**config.mk**
```make
export PLATFORM = sky130hd
export DESIGN_NAME = deadline_timer_table
export DESIGN_NICKNAME = d
export VERILOG_FILES = /design/src/hw/rtl/dtt_pkg.sv /design/src/hw/rtl/dtt_ram.sv /design/src/hw/rtl/deadline_timer_table.sv
export SDC_FILE = /design/constraint.sdc
export NUM_CORES = 2
export LEC_CHECK = 0
export BUFFER_PORTS_ARGS = -buffer_cell sky130_fd_sc_hd__buf_2
export CORE_MARGIN = 2
export CORE_UTILIZATION = 50
export DETAILED_ROUTE_END_ITERATION = 10
export GPL_TIMING_DRIVEN = 0
export PLACE_DENSITY = 0.66
export SYNTH_ARGS = -nofsm -noshare
export SYNTH_HDL_FRONTEND = slang
export SYNTH_SLANG_ARGS = --single-unit
```
**constraint.sdc**
```tcl
create_clock -name clk -period 16.65 [get_ports clk]
set_clock_uncertainty 0.2 [all_clocks]
set_input_delay 2.4975 -clock clk [delete_from_list [all_inputs] [get_ports clk]]
set_output_delay 2.4975 -clock clk [all_outputs]
set_load 0.01 [all_outputs]
```
**src/hw/rtl/dtt_pkg.sv**
```systemverilog
// Package for the deadline timer table: request/response types, slot entry
// layout, command and status codes, and the saturating add helper.
// No dependencies.
package dtt_pkg;

  localparam int SLOTS_DEFAULT    = 32;
  localparam int MAX_USABLE       = 32;
  localparam logic [31:0] ROLLOVER_RESET  = 32'd3600000;  // one hour in ms
  localparam logic [31:0] IDLE_WAIT_RESET = 32'd1000;

  // command codes
  localparam logic [2:0] CMD_ADD     = 3'd0;
  localparam logic [2:0] CMD_CANCEL  = 3'd1;
  localparam logic [2:0] CMD_REFRESH = 3'd2;
  localparam logic [2:0] CMD_RESET   = 3'd3;
  localparam logic [2:0] CMD_TICK    = 3'd4;

  // status codes
  localparam logic [1:0] ST_OK       = 2'd0;
  localparam logic [1:0] ST_INACTIVE = 2'd1;
  localparam logic [1:0] ST_FULL     = 2'd2;

  // configuration register indexes
  localparam logic CFG_ROLLOVER  = 1'b0;
  localparam logic CFG_IDLE_WAIT = 1'b1;

  typedef struct packed {
    logic [2:0]  cmd;
    logic [47:0] now_ms;
    logic [4:0]  slot;
    logic [31:0] period_ms;
    logic        repeats;
    logic        rearm_now;
  } req_t;

  typedef struct packed {
    logic [1:0]  status;
    logic [4:0]  out_slot;
    logic        expired;
    logic [31:0] wait_ms;
    logic        last;
  } rsp_t;

  typedef struct packed {
    logic        recurring;
    logic [31:0] period;
    logic [47:0] deadline;
  } entry_t;

  // 48 + 32 bit add, saturated at 2^48-1
  function automatic logic [47:0] sat_add48(input logic [47:0] a, input logic [31:0] b);
    logic [48:0] s;
    s = {1'b0, a} + {17'b0, b};
    return s[48] ? {48{1'b1}} : s[47:0];
  endfunction

endpackage

```
**src/hw/rtl/dtt_ram.sv**
```systemverilog
// Generic single-write, single-read RAM with registered read data.
// No dependencies.
module dtt_ram #(
  parameter int WIDTH = 8,
  parameter int DEPTH = 32
) (
  input  logic                     clk,
  input  logic                     we,
  input  logic [$clog2(DEPTH)-1:0] waddr,
  input  logic [WIDTH-1:0]         wdata,
  input  logic [$clog2(DEPTH)-1:0] raddr,
  output logic [WIDTH-1:0]         rdata
);

  logic [WIDTH-1:0] mem [DEPTH];

  always_ff @(posedge clk) begin
    if (we) begin
      mem[waddr] <= wdata;
    end
    rdata <= mem[raddr];
  end

endmodule

```
**src/hw/rtl/deadline_timer_table.sv**
```systemverilog
// Deadline timer table top level: command sequencer, scan unit and slot RAM.
// Depends on dtt_pkg and dtt_ram.
//
//  channel  | signals                     | handshake
//  ---------+-----------------------------+-------------------------------
//  request  | start, busy, req            | taken when start && !busy
//  result   | done, rsp                   | one result per done strobe, no stall
//  config   | cfg_we, cfg_index, cfg_data | written when cfg_we
//
// Add, cancel and unknown commands, and a refresh or reset of a slot out of
// range, answer in the cycle after the request; refresh answers from the op
// state, reset from the op state or, when it rewrites the slot, from the
// second reset state. A tick scans every usable slot through the single RAM
// read port, and runs one scan per expiry plus a final scan for the wait.
// busy stays high until the last result. Reset clears the active bits in
// flops; the slot RAM needs no clearing pass. The receiver cannot stall results.
module deadline_timer_table
  import dtt_pkg::*;
#(
  parameter int SLOTS = SLOTS_DEFAULT
) (
  input  logic        clk,
  input  logic        rst,
  input  logic        start,
  output logic        busy,
  input  req_t        req,
  output logic        done,
  output rsp_t        rsp,
  input  logic        cfg_we,
  input  logic        cfg_index,
  input  logic [31:0] cfg_data
);

  localparam int NUSE  = (SLOTS > MAX_USABLE) ? MAX_USABLE : SLOTS;
  localparam int IDX_W = $clog2(NUSE);
  localparam logic [IDX_W-1:0] LAST_IDX = IDX_W'(NUSE - 1);

  typedef enum logic [2:0] {S_IDLE, S_OP, S_RST2, S_SCAN, S_DECIDE} state_t;

  state_t            state;
  req_t              cur;
  logic [31:0]       rollover_window;
  logic [31:0]       idle_wait;
  logic [47:0]       previous_now;
  logic [NUSE-1:0]   active;
  logic [NUSE-1:0]   due;
  logic              roll;
  logic              first;
  logic [IDX_W:0]    scn;
  logic              rd_v;
  logic [IDX_W-1:0]  rd_idx;
  logic [47:0]       start_r;
  // best due slot and earliest active deadline of the current scan
  logic              bd_v;
  logic [IDX_W-1:0]  bd_idx;
  logic [47:0]       bd_dl;
  logic [31:0]       bd_per;
  logic              bd_rec;
  logic              ba_v;
  logic [47:0]       ba_dl;

  logic              ram_we;
  logic [IDX_W-1:0]  ram_waddr;
  entry_t            ram_wdata;
  logic [IDX_W-1:0]  ram_raddr;
  entry_t            rd;

  logic [47:0]       add_a;
  logic [31:0]       add_b;
  logic [47:0]       add_sum;
  logic              free_v;
  logic [IDX_W-1:0]  free_idx;
  logic              req_valid;
  logic [IDX_W-1:0]  req_idx;
  logic              cur_valid;
  logic [IDX_W-1:0]  cur_idx;
  logic              rd_due;
  logic [47:0]       wait_diff;
  logic              done_next;
  rsp_t              rsp_next;

  assign busy      = (state != S_IDLE);
  assign req_valid = ({1'b0, req.slot} < 6'(NUSE));
  assign req_idx   = req.slot[IDX_W-1:0];
  assign cur_valid = ({1'b0, cur.slot} < 6'(NUSE));
  assign cur_idx   = cur.slot[IDX_W-1:0];

  dtt_ram #(.WIDTH($bits(entry_t)), .DEPTH(NUSE)) u_ram (
    .clk   (clk),
    .we    (ram_we),
    .waddr (ram_waddr),
    .wdata (ram_wdata),
    .raddr (ram_raddr),
    .rdata (rd)
  );

  // lowest free slot
  always_comb begin
    free_v   = 1'b0;
    free_idx = '0;
    for (int i = NUSE - 1; i >= 0; i--) begin
      if (!active[i]) begin
        free_v   = 1'b1;
        free_idx = IDX_W'(i);
      end
    end
  end

  // shared saturating adder operand select
  always_comb begin
    case (state)
      S_OP:     begin add_a = cur.now_ms; add_b = rd.period;     end
      S_RST2:   begin add_a = start_r;    add_b = cur.period_ms; end
      S_DECIDE: begin add_a = cur.now_ms; add_b = bd_per;        end
      default:  begin add_a = req.now_ms; add_b = req.period_ms; end
    endcase
  end
  assign add_sum = sat_add48(add_a, add_b);

  assign ram_raddr = (state == S_SCAN) ? scn[IDX_W-1:0] : req_idx;
  assign rd_due    = first ? (active[rd_idx] && (roll || rd.deadline <= cur.now_ms))
                           : due[rd_idx];
  assign wait_diff = ba_dl - cur.now_ms;

  // RAM write port
  always_comb begin
    ram_we    = 1'b0;
    ram_waddr = free_idx;
    ram_wdata = '{recurring: req.repeats, period: req.period_ms, deadline: add_sum};
    case (state)
      S_IDLE: begin
        ram_we = start && (req.cmd == CMD_ADD) && free_v;
      end
      S_OP: begin
        ram_waddr = cur_idx;
        ram_wdata = '{recurring: rd.recurring, period: rd.period, deadline: add_sum};
        ram_we    = (cur.cmd == CMD_REFRESH) && active[cur_idx];
      end
      S_RST2: begin
        ram_waddr = cur_idx;
        ram_wdata = '{recurring: bd_rec, period: cur.period_ms, deadline: add_sum};
        ram_we    = 1'b1;
      end
      S_DECIDE: begin
        ram_waddr = bd_idx;
        ram_wdata = '{recurring: bd_rec, period: bd_per, deadline: add_sum};
        ram_we    = bd_v && bd_rec;
      end
      default: ;
    endcase
  end

  // result strobe and fields for the next cycle
  always_comb begin
    done_next = 1'b0;
    rsp_next  = '{status: ST_OK, out_slot: '0, expired: 1'b0, wait_ms: '0, last: 1'b1};
    case (state)
      S_IDLE: begin
        if (start) begin
          case (req.cmd)
            CMD_ADD: begin
              done_next = 1'b1;
              if (free_v) rsp_next.out_slot = 5'(free_idx);
              else        rsp_next.status   = ST_FULL;
            end
            CMD_CANCEL: begin
              done_next = 1'b1;
              if (!(req_valid && active[req_idx])) rsp_next.status = ST_INACTIVE;
            end
            CMD_REFRESH, CMD_RESET: begin
              if (!req_valid) begin
                done_next       = 1'b1;
                rsp_next.status = ST_INACTIVE;
              end
            end
            CMD_TICK: ;
            default: done_next = 1'b1;
          endcase
        end
      end
      S_OP: begin
        if (cur.cmd == CMD_REFRESH) begin
          done_next = 1'b1;
          if (!active[cur_idx]) rsp_next.status = ST_INACTIVE;
        end else if (cur.period_ms == rd.period && !cur.rearm_now) begin
          done_next = 1'b1;
        end else if (!active[cur_idx]) begin
          done_next       = 1'b1;
          rsp_next.status = ST_INACTIVE;
        end
      end
      S_RST2: done_next = 1'b1;
      S_DECIDE: begin
        done_next = 1'b1;
        if (bd_v) begin
          rsp_next.out_slot = 5'(bd_idx);
          rsp_next.expired  = 1'b1;
          rsp_next.last     = 1'b0;
        end else begin
          if (!ba_v)                    rsp_next.wait_ms = idle_wait;
          else if (cur.now_ms >= ba_dl) rsp_next.wait_ms = '0;
          else if (|wait_diff[47:32])   rsp_next.wait_ms = '1;
          else                          rsp_next.wait_ms = wait_diff[31:0];
        end
      end
      default: ;
    endcase
  end

  // sequencer
  always_ff @(posedge clk) begin
    if (rst) begin
      state           <= S_IDLE;
      done            <= 1'b0;
      active          <= '0;
      previous_now    <= '0;
      rollover_window <= ROLLOVER_RESET;
      idle_wait       <= IDLE_WAIT_RESET;
      rd_v            <= 1'b0;
    end else begin
      done <= done_next;
      rsp  <= rsp_next;
      if (cfg_we) begin
        if (cfg_index == CFG_ROLLOVER) rollover_window <= cfg_data;
        else                           idle_wait       <= cfg_data;
      end
      case (state)
        S_IDLE: begin
          if (start) begin
            cur <= req;
            case (req.cmd)
              CMD_ADD: begin
                if (free_v) active[free_idx] <= 1'b1;
              end
              CMD_CANCEL: begin
                if (req_valid && active[req_idx]) active[req_idx] <= 1'b0;
              end
              CMD_REFRESH, CMD_RESET: begin
                if (req_valid) state <= S_OP;
              end
              CMD_TICK: begin
                if (|active) begin
                  previous_now <= req.now_ms;
                  roll <= (req.now_ms < previous_now) &&
                          ((previous_now - req.now_ms) > {16'b0, rollover_window});
                end
                first <= 1'b1;
                scn   <= '0;
                bd_v  <= 1'b0;
                ba_v  <= 1'b0;
                rd_v  <= 1'b0;
                state <= S_SCAN;
              end
              default: ;
            endcase
          end
        end
        S_OP: begin
          if (cur.cmd == CMD_REFRESH) begin
            state <= S_IDLE;
          end else if (cur.period_ms == rd.period && !cur.rearm_now) begin
            state <= S_IDLE;
          end else if (!active[cur_idx]) begin
            state <= S_IDLE;
          end else begin
            bd_rec <= rd.recurring;
            if (cur.rearm_now)                start_r <= cur.now_ms;
            else if (rd.deadline >= {16'b0, rd.period})
              start_r <= rd.deadline - {16'b0, rd.period};
            else                              start_r <= '0;
            state <= S_RST2;
          end
        end
        S_RST2: begin
          state <= S_IDLE;
        end
        S_SCAN: begin
          // issue reads in slot order
          if (scn < (IDX_W + 1)'(NUSE)) begin
            rd_v   <= 1'b1;
            rd_idx <= scn[IDX_W-1:0];
            scn    <= scn + (IDX_W + 1)'(1);
          end else begin
            rd_v <= 1'b0;
          end
          // compare the entry read back
          if (rd_v) begin
            if (first) due[rd_idx] <= rd_due;
            if (rd_due && (!bd_v || rd.deadline < bd_dl)) begin
              bd_v   <= 1'b1;
              bd_idx <= rd_idx;
              bd_dl  <= rd.deadline;
              bd_per <= rd.period;
              bd_rec <= rd.recurring;
            end
            if (active[rd_idx] && (!ba_v || rd.deadline < ba_dl)) begin
              ba_v  <= 1'b1;
              ba_dl <= rd.deadline;
            end
            if (rd_idx == LAST_IDX) state <= S_DECIDE;
          end
        end
        S_DECIDE: begin
          if (bd_v) begin
            due[bd_idx]  <= 1'b0;
            if (!bd_rec) active[bd_idx] <= 1'b0;
            first <= 1'b0;
            scn   <= '0;
            bd_v  <= 1'b0;
            ba_v  <= 1'b0;
            rd_v  <= 1'b0;
            state <= S_SCAN;
          end else begin
            state <= S_IDLE;
          end
        end
        default: state <= S_IDLE;
      endcase
    end
  end

  // a result that is not the last one of a request leaves the block busy
  a_more_results: assert property (@(posedge clk) disable iff (rst)
    done && !rsp.last |-> busy) else $error("busy dropped before last result");

  // every accepted request leads to a result or a busy block next cycle
  a_progress: assert property (@(posedge clk) disable iff (rst)
    start && !busy |=> busy || done) else $error("request lost");

  // expiry results only come from a tick and are never final
  a_expiry: assert property (@(posedge clk) disable iff (rst)
    done && rsp.expired |-> !rsp.last && rsp.status == ST_OK && cur.cmd == CMD_TICK)
    else $error("bad expiry result");

  // the scan only reads back entries while in the scan state
  a_scan_read: assert property (@(posedge clk) disable iff (rst)
    rd_v && state == S_SCAN |-> $past(state) == S_SCAN)
    else $error("stray scan read");

endmodule

```
==> metrics <==
status=finished with violations; failing checks=capacitance limit, slew limit; number of synthesized flops with an enable pin=2951; CP Data Required Time=approximately 17 ns; Final period util=0.668; area share of the largest cell type after synthesis=0.637; first-pass GRT wire length=about 630000 um; Port Buf Inserts=~170; Layout fillers=between 20000 and 25000; Nets=~11000; Multi-input gate area=between 40000 and 50000 um2; Final Util=0.574; CTS tree=done; # IOs=170; core area=277000 um2; Synth Net Count=between 9000 and 10000; Seq cells post-synth=3181; Final setup viols=0; final worst slack=~5.5 ns; H-tree levels=5; crit path kind=reg2reg; Static Leak=about 0.054 uW; pre-CTS WS=5.22 ns; Critical Path Fanout Max=33; Worst Path Arrival=11.20 ns; Avg WL per Cell=about 32 um; Post-Syn Instances=roughly 9400; Hold WC Path Type=reg2reg; Total Routing Usage GR=0.309; final hold violation count=0; Hold-fix buffers, CTS=0; MaxCap Viol Count=3; fin crit period=11.13 ns; antenna violations before repair=50; Num CTS Buffers=about 330; Worst-path clk slew=~0.06 ns; library cells used by synthesis=96; layout cells sized above 1=0.168; final routed DRC violation total=0; syn avg cell area=between 10 and 15 um2; pwr/cell area=approximately 120 nW/um2; Rel. slew slack=-0.0325; Top FF cell, synth=edfxtp_1; Vias/cell=~6.3; CP Capture Type=register; top cells by area, synth=edfxtp_1 (64%), mux4_2 (11%), dfxtp_1 (3.3%); post-route ant nets=0; Critical Path Start Type=register; largest net degree at the start of global routing=63; RSZ-0062 raised after global routing=no; Slew Limit Fails=3; clk sinks=approximately 3200; count leader, synth=edfxtp_1; Iteration-0 DRC Markers=around 12000; chip width=about 530 um; clock latency on the worst-skew pair=0.95 ns; area leader, netlist=edfxtp_1; post-cts repair resize count=0; DRT Wirelength=445000 um; post-DP HPWL=around 320000 um; via count=~89000; Seq/Total Area, Yosys=0.670; GRT Residual Overflow=0; Synth async-reset ratio=0; Initial Util=0.503; Die Y=532 um; Post-CTS Setup Inserts=0; CTS max path bufs=4; area grow syn2layout=14.1%; Max rail drop VDD=~100 uV; vias in the first global route=around 86000; drt pass-1 iters=10; die area=283000 um2; most frequent cells after synthesis=edfxtp_1 (2951), nand2_1 (1185), mux4_2 (682); warnings from Yosys=0; Final GP Congestion=roughly 0.96; Slew @ Worst Pin=about 1.5 ns; Cell Area, Synth=between 100000 and 150000 um2; clock root buffer=clkbuf_16; flip-flop and latch area=93200 um2; row cnt=between 150 and 200; fmax=around 0.09 GHz
cells by family (layout without fill, tap and decap cells):
kind of cell | count (synthesis) | count (layout) | synth area share
mux | 759 | 759 | 0.116
fa+ha+maj | 340 | 340 | 0.0308
compound gates | 1454 | 1454 | 0.0656
flops | 3181 | 3181 | 0.670
xor+xnor | 180 | 180 | 0.0113
buf+inv | 835 | 1771 | 0.0233
other cells | 0 | 17 | 0
simple gates | 2612 | 2612 | 0.0831
registers in the layout, summed over array words and instances (netlist names), 41 cells and up:
register and flops:
u_ram.rdata 81, rsp 41, cur 84, bd_dl 48
previous_now 48, u_ram.mem 2592, start_r 48, ba_dl 48
worst max-delay path, stage by stage (launching register included):
cell and delay (ns):
dfxtp_1 0.31, clkbuf_1 0.22, clkbuf_1 0.73, clkbuf_1 0.77, buf_1 0.72, clkbuf_1 0.62, nor2_1 0.38, nor2_1 0.40
clkbuf_1 0.53, a221o_2 0.77, ha_1 0.41, a21o_1 0.19, a211oi_1 0.30, o31ai_1 0.24, a31o_2 0.32, a21oi_1 0.23
o21bai_1 0.12, a21oi_1 0.53, nor3_1 0.16, nand2_1 0.60, clkbuf_1 0.67, nand3_2 1.03
layout by cell type (no fill, tap or decap), drive strengths merged, types with 62 or more instances in the layout:
cell / Yosys / layout
nand2b: 62 / 62
ha: 335 / 335
nor2: 494 / 494
xor2: 70 / 70
nand4: 80 / 80
a22oi: 116 / 116
dfxtp: 230 / 230
a21o: 102 / 102
clkbuf: 384 / 791
mux2i: 67 / 67
inv: 327 / 336
o21ai: 369 / 369
buf: 123 / 472
a21oi: 456 / 456
nor3: 63 / 63
edfxtp: 2951 / 2951
nand2: 1186 / 1186
xnor2: 110 / 110
clkinv: 1 / 136
mux4: 682 / 682
nand3: 508 / 508
routing by layer:
metal	wire length (um)	track usage	up-vias
met5	209	0	-
met4	24600	0.150	30
met3	47100	0.0729	902
met2	208000	0.491	5055
met1	165000	0.402	45000
li1	-	-	37600
where the power goes:
group,switching (uW),internal (uW),leakage (uW),total (uW)
registers,93.5,9140,0.0285,9230
logic,1300,509,0.0204,1800
clock network,3180,4120,0.00512,7300
total,4570,13800,0.0541,18300
stage by stage:
step | std cells | total power (uW) | hold WS (ns) | cell area [um2] | TNS (ns)
after floorplan | 9361 | 10400 | 0.209 | 139000 | 0
after global placement | 13200 | 11100 | 0.242 | 145000 | -1442.37
after detailed placement | 13400 | 11200 | 0.248 | 148000 | 0
after CTS | 14000 | 18300 | 0.256 | 159000 | 0
after global routing | 14000 | 18800 | 0.276 | 159000 | 0
final | 14000 | 18300 | 0.256 | 159000 | 0
worst paths after layout:
path / slack, ns / end / start / cells past startpoint
hold reg to reg: 0.26 / idle_wait[23] / idle_wait[23] / 2
setup / recovery: 5.52 / u_ram.mem[6][42] / state[1] / 21
setup reg to reg: 5.52 / u_ram.mem[6][42] / state[1] / 21
hold / removal: 0.26 / idle_wait[23] / idle_wait[23] / 2
layout make-up:
| type | count | share of cell area |
|---|---|---|
| antenna | 17 | 0.000268 |
| buffer | 507 | 0.0129 |
| clock buffer | 406 | 0.0545 |
| clock inverter | 180 | 0.0120 |
| inverter | 328 | 0.00777 |
| multi-input combinational | 5345 | 0.272 |
| sequential | 3181 | 0.587 |
| tap | 3705 | 0.0292 |
| timing repair buffer | 350 | 0.0246 |
(Power assumes the default switching activity.)
